## config.mk

```make
export PLATFORM = sky130hd
export DESIGN_NAME = circle_octant_rasterizer
export DESIGN_NICKNAME = d
export VERILOG_FILES = /design/src/rtl/core/cor_pkg.sv /design/src/rtl/core/circle_octant_rasterizer.sv /design/src/rtl/core/cor_front.sv /design/src/rtl/core/cor_fifo.sv /design/src/rtl/core/cor_back.sv
export VERILOG_INCLUDE_DIRS = /design/src /design/src/rtl/core
export SDC_FILE = /design/constraint.sdc
export NUM_CORES = 1
export LEC_CHECK = 0
export BUFFER_PORTS_ARGS = -buffer_cell sky130_fd_sc_hd__buf_2
export CAP_MARGIN = 15
export CORE_AREA = 2 2 148 150
export CTS_CLUSTER_SIZE = 40
export DETAILED_ROUTE_END_ITERATION = 16
export DIE_AREA = 0 0 150 152
export GPL_ROUTABILITY_DRIVEN = 0
export GPL_TIMING_DRIVEN = 0
export PLACE_DENSITY_LB_ADDON = 0.2
export SKIP_CTS_REPAIR_TIMING = 1
export SKIP_LAST_GASP = 1
export SYNTH_ARGS = -nofsm -noshare
export SYNTH_HDL_FRONTEND = slang
export SYNTH_SLANG_ARGS = --single-unit
```

## constraint.sdc

```tcl
create_clock -name clk_i -period 5.71 [get_ports clk_i]
set_input_delay 0.2855 -clock clk_i [delete_from_list [all_inputs] [get_ports clk_i]]
set_output_delay 0.2855 -clock clk_i [all_outputs]
set_load 0.01 [all_outputs]
```

## src/rtl/core/circle_octant_rasterizer_macros.svh

```systemverilog
// Assertion helpers shared by the rasterizer modules.
// They expect clk_i and rst_ni in the enclosing module.
`ifndef CIRCLE_OCTANT_RASTERIZER_MACROS_SVH
`define CIRCLE_OCTANT_RASTERIZER_MACROS_SVH

// Checked on every edge outside of reset.
`define COR_ASSERT(lbl, prop, msg) \
  lbl: assert property (@(posedge clk_i) disable iff (!rst_ni) (prop)) else $error(msg);

// Checked on every edge, reset included.
`define COR_ASSERT_ALWAYS(lbl, prop, msg) \
  lbl: assert property (@(posedge clk_i) (prop)) else $error(msg);

`endif

```

## src/rtl/core/cor_pkg.sv

```systemverilog
`timescale 1ns / 1ps

package cor_pkg;

  localparam int RadiusBits = 11;
  localparam int DecW       = 16;
  localparam int CenterW    = 11;
  localparam int CoordW     = 13;
  localparam int ColorW     = 4;
  localparam int CfgAddrW   = 2;
  localparam int CfgDataW   = 11;
  localparam int FifoDepth  = 2;
  localparam int FifoPtrW   = (FifoDepth > 1) ? $clog2(FifoDepth) : 1;
  localparam int FifoCntW   = $clog2(FifoDepth + 1);

  localparam logic [CenterW-1:0] CenterXReset = CenterW'(500);
  localparam logic [CenterW-1:0] CenterYReset = CenterW'(400);
  localparam logic [ColorW-1:0]  ColorReset   = ColorW'(14);

  typedef enum logic {
    OpStart = 1'b0,
    OpStep  = 1'b1
  } op_e;

  typedef enum logic {
    ModeBresenham = 1'b0,
    ModeMidpoint  = 1'b1
  } algo_mode_e;

  typedef enum logic [CfgAddrW-1:0] {
    CfgCenterX    = 2'd0,
    CfgCenterY    = 2'd1,
    CfgAlgoMode   = 2'd2,
    CfgPixelColor = 2'd3
  } cfg_idx_e;

  // One octant point handed from the front to the back.
  typedef struct packed {
    logic [RadiusBits-1:0] x;
    logic [RadiusBits-1:0] y;
    logic                  last_circle;
  } point_t;

endpackage

```

## src/rtl/core/circle_octant_rasterizer.sv

```systemverilog
`timescale 1ns / 1ps
// Channel  Dir  Handshake              Payload
// in       in   in_valid_i/in_ready_o   opcode_i, radius_i
// cfg      in   cfg_valid_i/cfg_ready_o cfg_addr_i, cfg_data_i
// out      out  out_valid_o/out_ready_i pixel_x_o, pixel_y_o, color_out_o,
//                                       last_of_point_o, last_of_circle_o
//
// A start beat yields nothing; a step beat while a circle runs yields eight
// pixel beats, one per cycle from the back end while out is not stalled.
// The front registers each decision update and parks points in a
// two-entry queue, so it keeps taking beats while the back drains pixels.
// Reset clears the point state and the queue; registers return to defaults.
// A stalled out channel holds its beat and backs up into the queue, then in.

module circle_octant_rasterizer import cor_pkg::*; (
  input  logic                     clk_i,
  input  logic                     rst_ni,
  input  logic                     in_valid_i,
  output logic                     in_ready_o,
  input  logic                     opcode_i,
  input  logic [RadiusBits-1:0]    radius_i,
  input  logic                     cfg_valid_i,
  output logic                     cfg_ready_o,
  input  logic [CfgAddrW-1:0]      cfg_addr_i,
  input  logic [CfgDataW-1:0]      cfg_data_i,
  output logic                     out_valid_o,
  input  logic                     out_ready_i,
  output logic signed [CoordW-1:0] pixel_x_o,
  output logic signed [CoordW-1:0] pixel_y_o,
  output logic [ColorW-1:0]        color_out_o,
  output logic                     last_of_point_o,
  output logic                     last_of_circle_o
);

  logic [CenterW-1:0] center_x_q, center_y_q;
  algo_mode_e         algo_mode_q;
  logic [ColorW-1:0]  color_q;

  logic   push, pop, fifo_valid, fifo_full;
  point_t push_data, pop_data;

  assign cfg_ready_o = 1'b1;

  always_ff @(posedge clk_i or negedge rst_ni) begin
    if (!rst_ni) begin
      center_x_q  <= CenterXReset;
      center_y_q  <= CenterYReset;
      algo_mode_q <= ModeBresenham;
      color_q     <= ColorReset;
    end else if (cfg_valid_i) begin
      unique case (cfg_idx_e'(cfg_addr_i))
        CfgCenterX:    center_x_q  <= cfg_data_i[CenterW-1:0];
        CfgCenterY:    center_y_q  <= cfg_data_i[CenterW-1:0];
        CfgAlgoMode:   algo_mode_q <= algo_mode_e'(cfg_data_i[0]);
        CfgPixelColor: color_q     <= cfg_data_i[ColorW-1:0];
        default:       ;
      endcase
    end
  end

  cor_front u_front (
    .clk_i       (clk_i),
    .rst_ni      (rst_ni),
    .in_valid_i  (in_valid_i),
    .in_ready_o  (in_ready_o),
    .opcode_i    (opcode_i),
    .radius_i    (radius_i),
    .algo_mode_i (algo_mode_q),
    .full_i      (fifo_full),
    .push_o      (push),
    .push_data_o (push_data)
  );

  cor_fifo u_fifo (
    .clk_i       (clk_i),
    .rst_ni      (rst_ni),
    .push_i      (push),
    .push_data_i (push_data),
    .pop_i       (pop),
    .valid_o     (fifo_valid),
    .full_o      (fifo_full),
    .pop_data_o  (pop_data)
  );

  cor_back u_back (
    .clk_i            (clk_i),
    .rst_ni           (rst_ni),
    .pt_valid_i       (fifo_valid),
    .pt_i             (pop_data),
    .pt_pop_o         (pop),
    .center_x_i       (center_x_q),
    .center_y_i       (center_y_q),
    .color_i          (color_q),
    .out_valid_o      (out_valid_o),
    .out_ready_i      (out_ready_i),
    .pixel_x_o        (pixel_x_o),
    .pixel_y_o        (pixel_y_o),
    .color_out_o      (color_out_o),
    .last_of_point_o  (last_of_point_o),
    .last_of_circle_o (last_of_circle_o)
  );

endmodule

```

## src/rtl/core/cor_front.sv

```systemverilog
`timescale 1ns / 1ps

module cor_front import cor_pkg::*; (
  input  logic                  clk_i,
  input  logic                  rst_ni,
  input  logic                  in_valid_i,
  output logic                  in_ready_o,
  input  logic                  opcode_i,
  input  logic [RadiusBits-1:0] radius_i,
  input  algo_mode_e            algo_mode_i,
  input  logic                  full_i,
  output logic                  push_o,
  output point_t                push_data_o
);

  logic [RadiusBits-1:0] cur_x_q, cur_x_d;
  logic [RadiusBits-1:0] cur_y_q, cur_y_d;
  logic [DecW-1:0]       dec_q, dec_d;
  logic                  running_q, running_d;

  logic                  accept;
  logic [DecW-1:0]       x_w, y_w, diff_w, inc, r_w, dec_start;
  logic                  dec_neg;
  logic [RadiusBits:0]   nx, ny;
  logic                  last_c;

  assign in_ready_o = !full_i;
  assign accept     = in_valid_i && in_ready_o;

  always_comb begin
    x_w     = DecW'(cur_x_q);
    y_w     = DecW'(cur_y_q);
    diff_w  = x_w - y_w;
    dec_neg = dec_q[DecW-1];
    unique case (algo_mode_i)
      ModeMidpoint:  inc = dec_neg ? (x_w << 1) + DecW'(3) : (diff_w << 1) + DecW'(5);
      ModeBresenham: inc = dec_neg ? (x_w << 2) + DecW'(6) : (diff_w << 2) + DecW'(10);
      default:       inc = '0;
    endcase
    nx     = {1'b0, cur_x_q} + (RadiusBits + 1)'(1);
    // ny is signed: y, or y - 1 which may reach -1
    ny     = {1'b0, cur_y_q} - (RadiusBits + 1)'(!dec_neg);
    last_c = $signed({1'b0, nx}) > $signed({ny[RadiusBits], ny});

    r_w = DecW'(radius_i);
    unique case (algo_mode_i)
      ModeMidpoint:  dec_start = DecW'(1) - r_w;
      ModeBresenham: dec_start = DecW'(3) - (r_w << 1);
      default:       dec_start = '0;
    endcase
  end

  always_comb begin
    cur_x_d   = cur_x_q;
    cur_y_d   = cur_y_q;
    dec_d     = dec_q;
    running_d = running_q;
    push_o    = 1'b0;
    push_data_o.x           = cur_x_q;
    push_data_o.y           = cur_y_q;
    push_data_o.last_circle = last_c;
    if (accept) begin
      if (op_e'(opcode_i) == OpStart) begin
        cur_x_d   = '0;
        cur_y_d   = radius_i;
        dec_d     = dec_start;
        running_d = 1'b1;
      end else if (running_q) begin
        push_o    = 1'b1;
        dec_d     = dec_q + inc;
        cur_x_d   = nx[RadiusBits-1:0];
        cur_y_d   = ny[RadiusBits] ? '0 : ny[RadiusBits-1:0];
        running_d = !last_c;
      end
    end
  end

  always_ff @(posedge clk_i or negedge rst_ni) begin
    if (!rst_ni) begin
      cur_x_q   <= '0;
      cur_y_q   <= '0;
      dec_q     <= '0;
      running_q <= 1'b0;
    end else begin
      cur_x_q   <= cur_x_d;
      cur_y_q   <= cur_y_d;
      dec_q     <= dec_d;
      running_q <= running_d;
    end
  end

endmodule

```

## src/rtl/core/cor_fifo.sv

```systemverilog
`timescale 1ns / 1ps
`include "circle_octant_rasterizer_macros.svh"

module cor_fifo import cor_pkg::*; (
  input  logic   clk_i,
  input  logic   rst_ni,
  input  logic   push_i,
  input  point_t push_data_i,
  input  logic   pop_i,
  output logic   valid_o,
  output logic   full_o,
  output point_t pop_data_o
);

  point_t                mem_q [FifoDepth];
  logic [FifoPtrW-1:0]   wr_ptr_q, wr_ptr_d;
  logic [FifoPtrW-1:0]   rd_ptr_q, rd_ptr_d;
  logic [FifoCntW-1:0]   count_q, count_d;

  assign valid_o    = count_q != '0;
  assign full_o     = count_q == FifoCntW'(FifoDepth);
  assign pop_data_o = mem_q[rd_ptr_q];

  always_comb begin
    wr_ptr_d = wr_ptr_q;
    rd_ptr_d = rd_ptr_q;
    count_d  = count_q;
    if (push_i) begin
      wr_ptr_d = (wr_ptr_q == FifoPtrW'(FifoDepth - 1)) ? '0 : wr_ptr_q + FifoPtrW'(1);
    end
    if (pop_i) begin
      rd_ptr_d = (rd_ptr_q == FifoPtrW'(FifoDepth - 1)) ? '0 : rd_ptr_q + FifoPtrW'(1);
    end
    unique case ({push_i, pop_i})
      2'b10:   count_d = count_q + FifoCntW'(1);
      2'b01:   count_d = count_q - FifoCntW'(1);
      default: count_d = count_q;
    endcase
  end

  always_ff @(posedge clk_i or negedge rst_ni) begin
    if (!rst_ni) begin
      wr_ptr_q <= '0;
      rd_ptr_q <= '0;
      count_q  <= '0;
    end else begin
      wr_ptr_q <= wr_ptr_d;
      rd_ptr_q <= rd_ptr_d;
      count_q  <= count_d;
    end
  end

  always_ff @(posedge clk_i) begin
    if (push_i) begin
      mem_q[wr_ptr_q] <= push_data_i;
    end
  end

  `COR_ASSERT_ALWAYS(a_fifo_count_bound, count_q <= FifoCntW'(FifoDepth), "fifo count overrun")
  `COR_ASSERT(a_fifo_no_underflow, pop_i |-> count_q != '0, "fifo pop while empty")
  `COR_ASSERT(a_fifo_no_overflow, push_i && !pop_i |-> !full_o, "fifo push while full")

endmodule

```

## src/rtl/core/cor_back.sv

```systemverilog
`timescale 1ns / 1ps
`include "circle_octant_rasterizer_macros.svh"

module cor_back import cor_pkg::*; (
  input  logic                     clk_i,
  input  logic                     rst_ni,
  input  logic                     pt_valid_i,
  input  point_t                   pt_i,
  output logic                     pt_pop_o,
  input  logic [CenterW-1:0]       center_x_i,
  input  logic [CenterW-1:0]       center_y_i,
  input  logic [ColorW-1:0]        color_i,
  output logic                     out_valid_o,
  input  logic                     out_ready_i,
  output logic signed [CoordW-1:0] pixel_x_o,
  output logic signed [CoordW-1:0] pixel_y_o,
  output logic [ColorW-1:0]        color_out_o,
  output logic                     last_of_point_o,
  output logic                     last_of_circle_o
);

  point_t              pt_q, pt_d;
  logic                busy_q, busy_d;
  logic [2:0]          k_q, k_d;
  logic                out_valid_q, out_valid_d;
  logic [CoordW-1:0]   pix_x_q, pix_y_q;
  logic [ColorW-1:0]   color_q;
  logic                lastp_q, lastc_q;

  logic                adv;
  logic [CoordW-1:0]   xs, ys, px, py, sx, sy;

  assign adv      = busy_q && (!out_valid_q || out_ready_i);
  assign pt_pop_o = pt_valid_i && (!busy_q || (adv && k_q == 3'd7));

  // Mirror the current point into the k-th octant.
  always_comb begin
    xs = CoordW'(pt_q.x);
    ys = CoordW'(pt_q.y);
    unique case (k_q)
      3'd0: begin px = xs;  py = ys;  end
      3'd1: begin px = xs;  py = -ys; end
      3'd2: begin px = ys;  py = -xs; end
      3'd3: begin px = -ys; py = -xs; end
      3'd4: begin px = -xs; py = -ys; end
      3'd5: begin px = -xs; py = ys;  end
      3'd6: begin px = -ys; py = xs;  end
      3'd7: begin px = ys;  py = xs;  end
      default: begin px = '0; py = '0; end
    endcase
    sx = CoordW'(center_x_i) + px;
    sy = CoordW'(center_y_i) - py;
  end

  always_comb begin
    pt_d        = pt_q;
    busy_d      = busy_q;
    k_d         = k_q;
    out_valid_d = out_valid_q;
    if (out_ready_i) begin
      out_valid_d = 1'b0;
    end
    if (adv) begin
      out_valid_d = 1'b1;
      k_d         = k_q + 3'd1;
      if (k_q == 3'd7) begin
        busy_d = 1'b0;
      end
    end
    if (pt_pop_o) begin
      pt_d   = pt_i;
      busy_d = 1'b1;
    end
  end

  always_ff @(posedge clk_i or negedge rst_ni) begin
    if (!rst_ni) begin
      busy_q      <= 1'b0;
      k_q         <= '0;
      out_valid_q <= 1'b0;
    end else begin
      busy_q      <= busy_d;
      k_q         <= k_d;
      out_valid_q <= out_valid_d;
    end
  end

  always_ff @(posedge clk_i) begin
    pt_q <= pt_d;
    if (adv) begin
      pix_x_q <= sx;
      pix_y_q <= sy;
      color_q <= color_i;
      lastp_q <= k_q == 3'd7;
      lastc_q <= pt_q.last_circle;
    end
  end

  assign out_valid_o      = out_valid_q;
  assign pixel_x_o        = $signed(pix_x_q);
  assign pixel_y_o        = $signed(pix_y_q);
  assign color_out_o      = color_q;
  assign last_of_point_o  = lastp_q;
  assign last_of_circle_o = lastc_q;

  `COR_ASSERT(a_back_idle_k_zero, !busy_q |-> k_q == '0, "octant counter moved while idle")
  `COR_ASSERT(a_back_last_mark, adv && k_q == 3'd7 |=> out_valid_q && lastp_q,
              "eighth pixel not marked last")
  `COR_ASSERT(a_back_pop_free, pt_pop_o |-> !busy_q || k_q == 3'd7, "point popped mid-run")

endmodule
```

==> reports/results.tsv <==
metric	value	unit
run status	finished clean	
Worst Skew	0.0132	ns
initial core utilization	53.7	%
CTS tree	done	
Mean Syn Cell Area	9.90	sq um
fin area	12800	sq um
HP Start	cfg_data_i[9]	
async set-reset flop share out of synthesis	42.6	%
Clock Latency Late Sink	0.44	ns
DRC viols	0	
crit end category	flop	
Yosys top cell by area	edfxtp_1	
pin count of the biggest net entering global routing	68	
CP Class	flop to flop	
Hold Path Class	primary input to flop	
core outline area	21400	sq um
min Tclk post-route	5.32	ns
Reg2Reg Setup Slack	0.39	ns
clk slew on worst S/H paths	0.07	ns
WL per Instance	18.7	um
hpwl dp	21700	um
Layout area overhead	11.9	%
GRT overflow	0	
CP max FO	11	
post-route ant nets	0	
number of port buffers	61	
Worst Hold Path Cells	2	
commonest non-fill, non-tap cell in the layout	o21ai_0	
placed cell area	12200	sq um
antenna violations before repair	0	
number of buffers created by CTS	17	
Tot Pwr	8.07	mW
Root Buffer	clkbuf_16	
Routed WL	28700	um
All-Layer GR Usage	25.6	%
Worst EP required	6.09	ns
cell count after synthesis	1158	
Period Utilization, post-route	93.1	%
layout cells sized above 1	15.0	%
vias per std cell	6.03	
Fin. Hold Viols	0	
top cell type's share of synthesized area	26.5	%
Yosys warnings	0	
Synth Register Bits	176	
worst r2r dst	u_front.dec_q[15]	
DIE HEIGHT	152	um
area of the multi-input gates	6120	sq um
RSZ-0062 raised after global routing	false	
# H-tree levels	4	
CP arrival	5.69	ns
ys flop type	edfxtp_1	
maximum operating frequency	0.188	GHz
Final setup viols	0	
Seq/Total Area, Yosys	43.0	%
vias in the first global route	8637	
hold endpoint	center_y_q[9]	
first-pass GRT wire length	45500	um
Die ar.	22800	sq um
nets@finish	1352	
pins over their slew limit	0	
setup TNS	0	ns
Cell Area, Synth	11500	sq um
fin cells	1536	
Reg-to-Reg Start	u_front.cur_x_q[0]	
P_leak	5.31	nW
Critical Path Source Type	flop	
FILL cells	1846	
most frequent cells in the layout	o21ai_0 (108), edfxtp_1 (101), nand2_1 (94), a21oi_1 (78), ha_1 (75)	
initial DRC count	666	
DRT Pass-1 Iters	6	
max cap viols	0	
Placed Cells incl. Taps	1503	
clk buf depth	2	
Synth Net Count	1267	
via count	9266	
R2R depth	22	
CTS sink count	176	
power per cell area	629	nW/um^2
Max VDD drop	0.395	mV
EDFF count, synth	101	
FP Rows	54	
Synth area leaders	edfxtp_1 (26%), dfrtp_1 (14%), ha_1 (8.2%)	
Worst Tran Pin Value	1.11	ns
Reg area	4920	sq um
Ant. Diodes	0	
die width	150	um
post-synth cell types	72	
# IOs	65	
normalized max-slew margin	25.9	%
-- per-stage QoR --
step | hold slack (ns) | setup slack (ns) | utilization [%]
floorplan | -0.0101 | 1.15 | -
global placement | 0.406 | 0.220 | 56.7
detailed placement | 0.138 | 0.166 | 57.2
CTS | -0.323 | 0.125 | 60.0
global route | 0.0957 | 0.0741 | 60.1
finish | 0.105 | 0.395 | 60.1
-- worst max-delay path, stage by stage, from the launching register on --
cell       delay, ns
dfrtp_1         0.56
inv_1           0.12
ha_1            0.19
inv_1           0.06
fa_1            0.43
a211oi_2        0.30
o21ai_0         0.16
a311oi_2        0.48
a2111oi_2       0.12
and2_1          0.20
nor2b_1         0.14
xor2_1          0.14
o21ai_0         0.23
mux2i_1         0.20
ha_1            0.44
and3_1          0.18
nand3_1         0.08
and4b_1         0.19
nor3_1          0.32
a31oi_1         0.17
or3_1           0.32
mux2i_1         0.13
a211o_1         0.11
-- flip-flops by register name, summed over array words and instances (netlist names) --
| register | cells |
|---|---|
| algo_mode_q | 1 |
| center_x_q | 11 |
| center_y_q | 11 |
| color_q | 4 |
| u_back.busy_q | 1 |
| u_back.color_out_o | 4 |
| u_back.k_q | 3 |
| u_back.last_of_circle_o | 1 |
| u_back.last_of_point_o | 1 |
| u_back.out_valid_o | 1 |
| u_back.pixel_x_o | 13 |
| u_back.pixel_y_o | 13 |
| u_back.pt_q | 23 |
| u_fifo.count_q | 2 |
| u_fifo.mem_q | 46 |
| u_fifo.rd_ptr_q | 1 |
| u_fifo.wr_ptr_q | 1 |
| u_front.cur_x_q | 11 |
| u_front.cur_y_q | 11 |
| u_front.dec_q | 16 |
| u_front.running_q | 1 |
-- synth_stat cells (21+ instances only) --
master and number:
o21ai_0 108, edfxtp_1 101, nand2_1 94, a21oi_1 79
ha_1 75, nor2_1 74, dfrtp_1 63, inv_1 57
mux2_2 56, xnor2_1 45, clkbuf_1 43, nor3_1 34
xor2_1 30, nand3_1 23, mux2i_1 21
-- cell type report --
cell class	count	share of cell area, %
Timing Repair Buffer	66	3.24
Buffer	52	1.65
Inverter	59	1.73
Tap cell	280	2.73
Clock inverter	12	0.820
Clock buffer	20	3.73
Sequential cell	176	38.4
Multi-Input combinational cell	871	47.7
-- cells by family after synthesis --
family / count (synthesis) / share of synthesized area [%]
AND/OR/NAND/NOR: 313 / 13.2
adder cells (fa/ha/maj): 79 / 8.89
buffers and inverters: 111 / 3.78
other: 1 / 0.0327
flip-flops: 176 / 43.0
XOR/XNOR: 75 / 5.73
multiplexers: 78 / 7.53
AO/OA/AOI/OAI: 325 / 17.8
-- how the worst max path moves through the flow --
stage                     slack [ns]  depth (start not counted)                 to          startpoint
after global routing            0.07                         22  u_front.dec_q[15]  u_front.cur_x_q[0]
after detailed placement        0.17                         22  u_front.dec_q[15]  u_front.cur_x_q[0]
after CTS                       0.13                         22  u_front.dec_q[15]  u_front.cur_x_q[0]
after global placement          0.22                         22  u_front.dec_q[15]  u_front.cur_x_q[0]
final                           0.39                         22  u_front.dec_q[15]  u_front.cur_x_q[0]
after floorplan                 1.15                         22  u_front.dec_q[15]  u_front.cur_x_q[0]
-- report_power, final --
part	leakage, nW	total (mW)	internal, mW	switching (mW)
sequential	1.84	2.14	1.89	0.250
combinational	3.18	4.77	2.00	2.77
clock	0.290	1.15	0.651	0.499
total	5.31	8.07	4.55	3.52
-- layer usage --
layer | global-route usage (%) | share of wire [%] | up-vias
met5 | 0 | 0 | -
met4 | 9.84 | 3.6 | 0
met3 | 3.78 | 5.3 | 61
met2 | 43.1 | 50 | 323
met1 | 33.1 | 42 | 4442
li1 | - | - | 4440
Note: power is estimated with default switching activity, not from simulation.
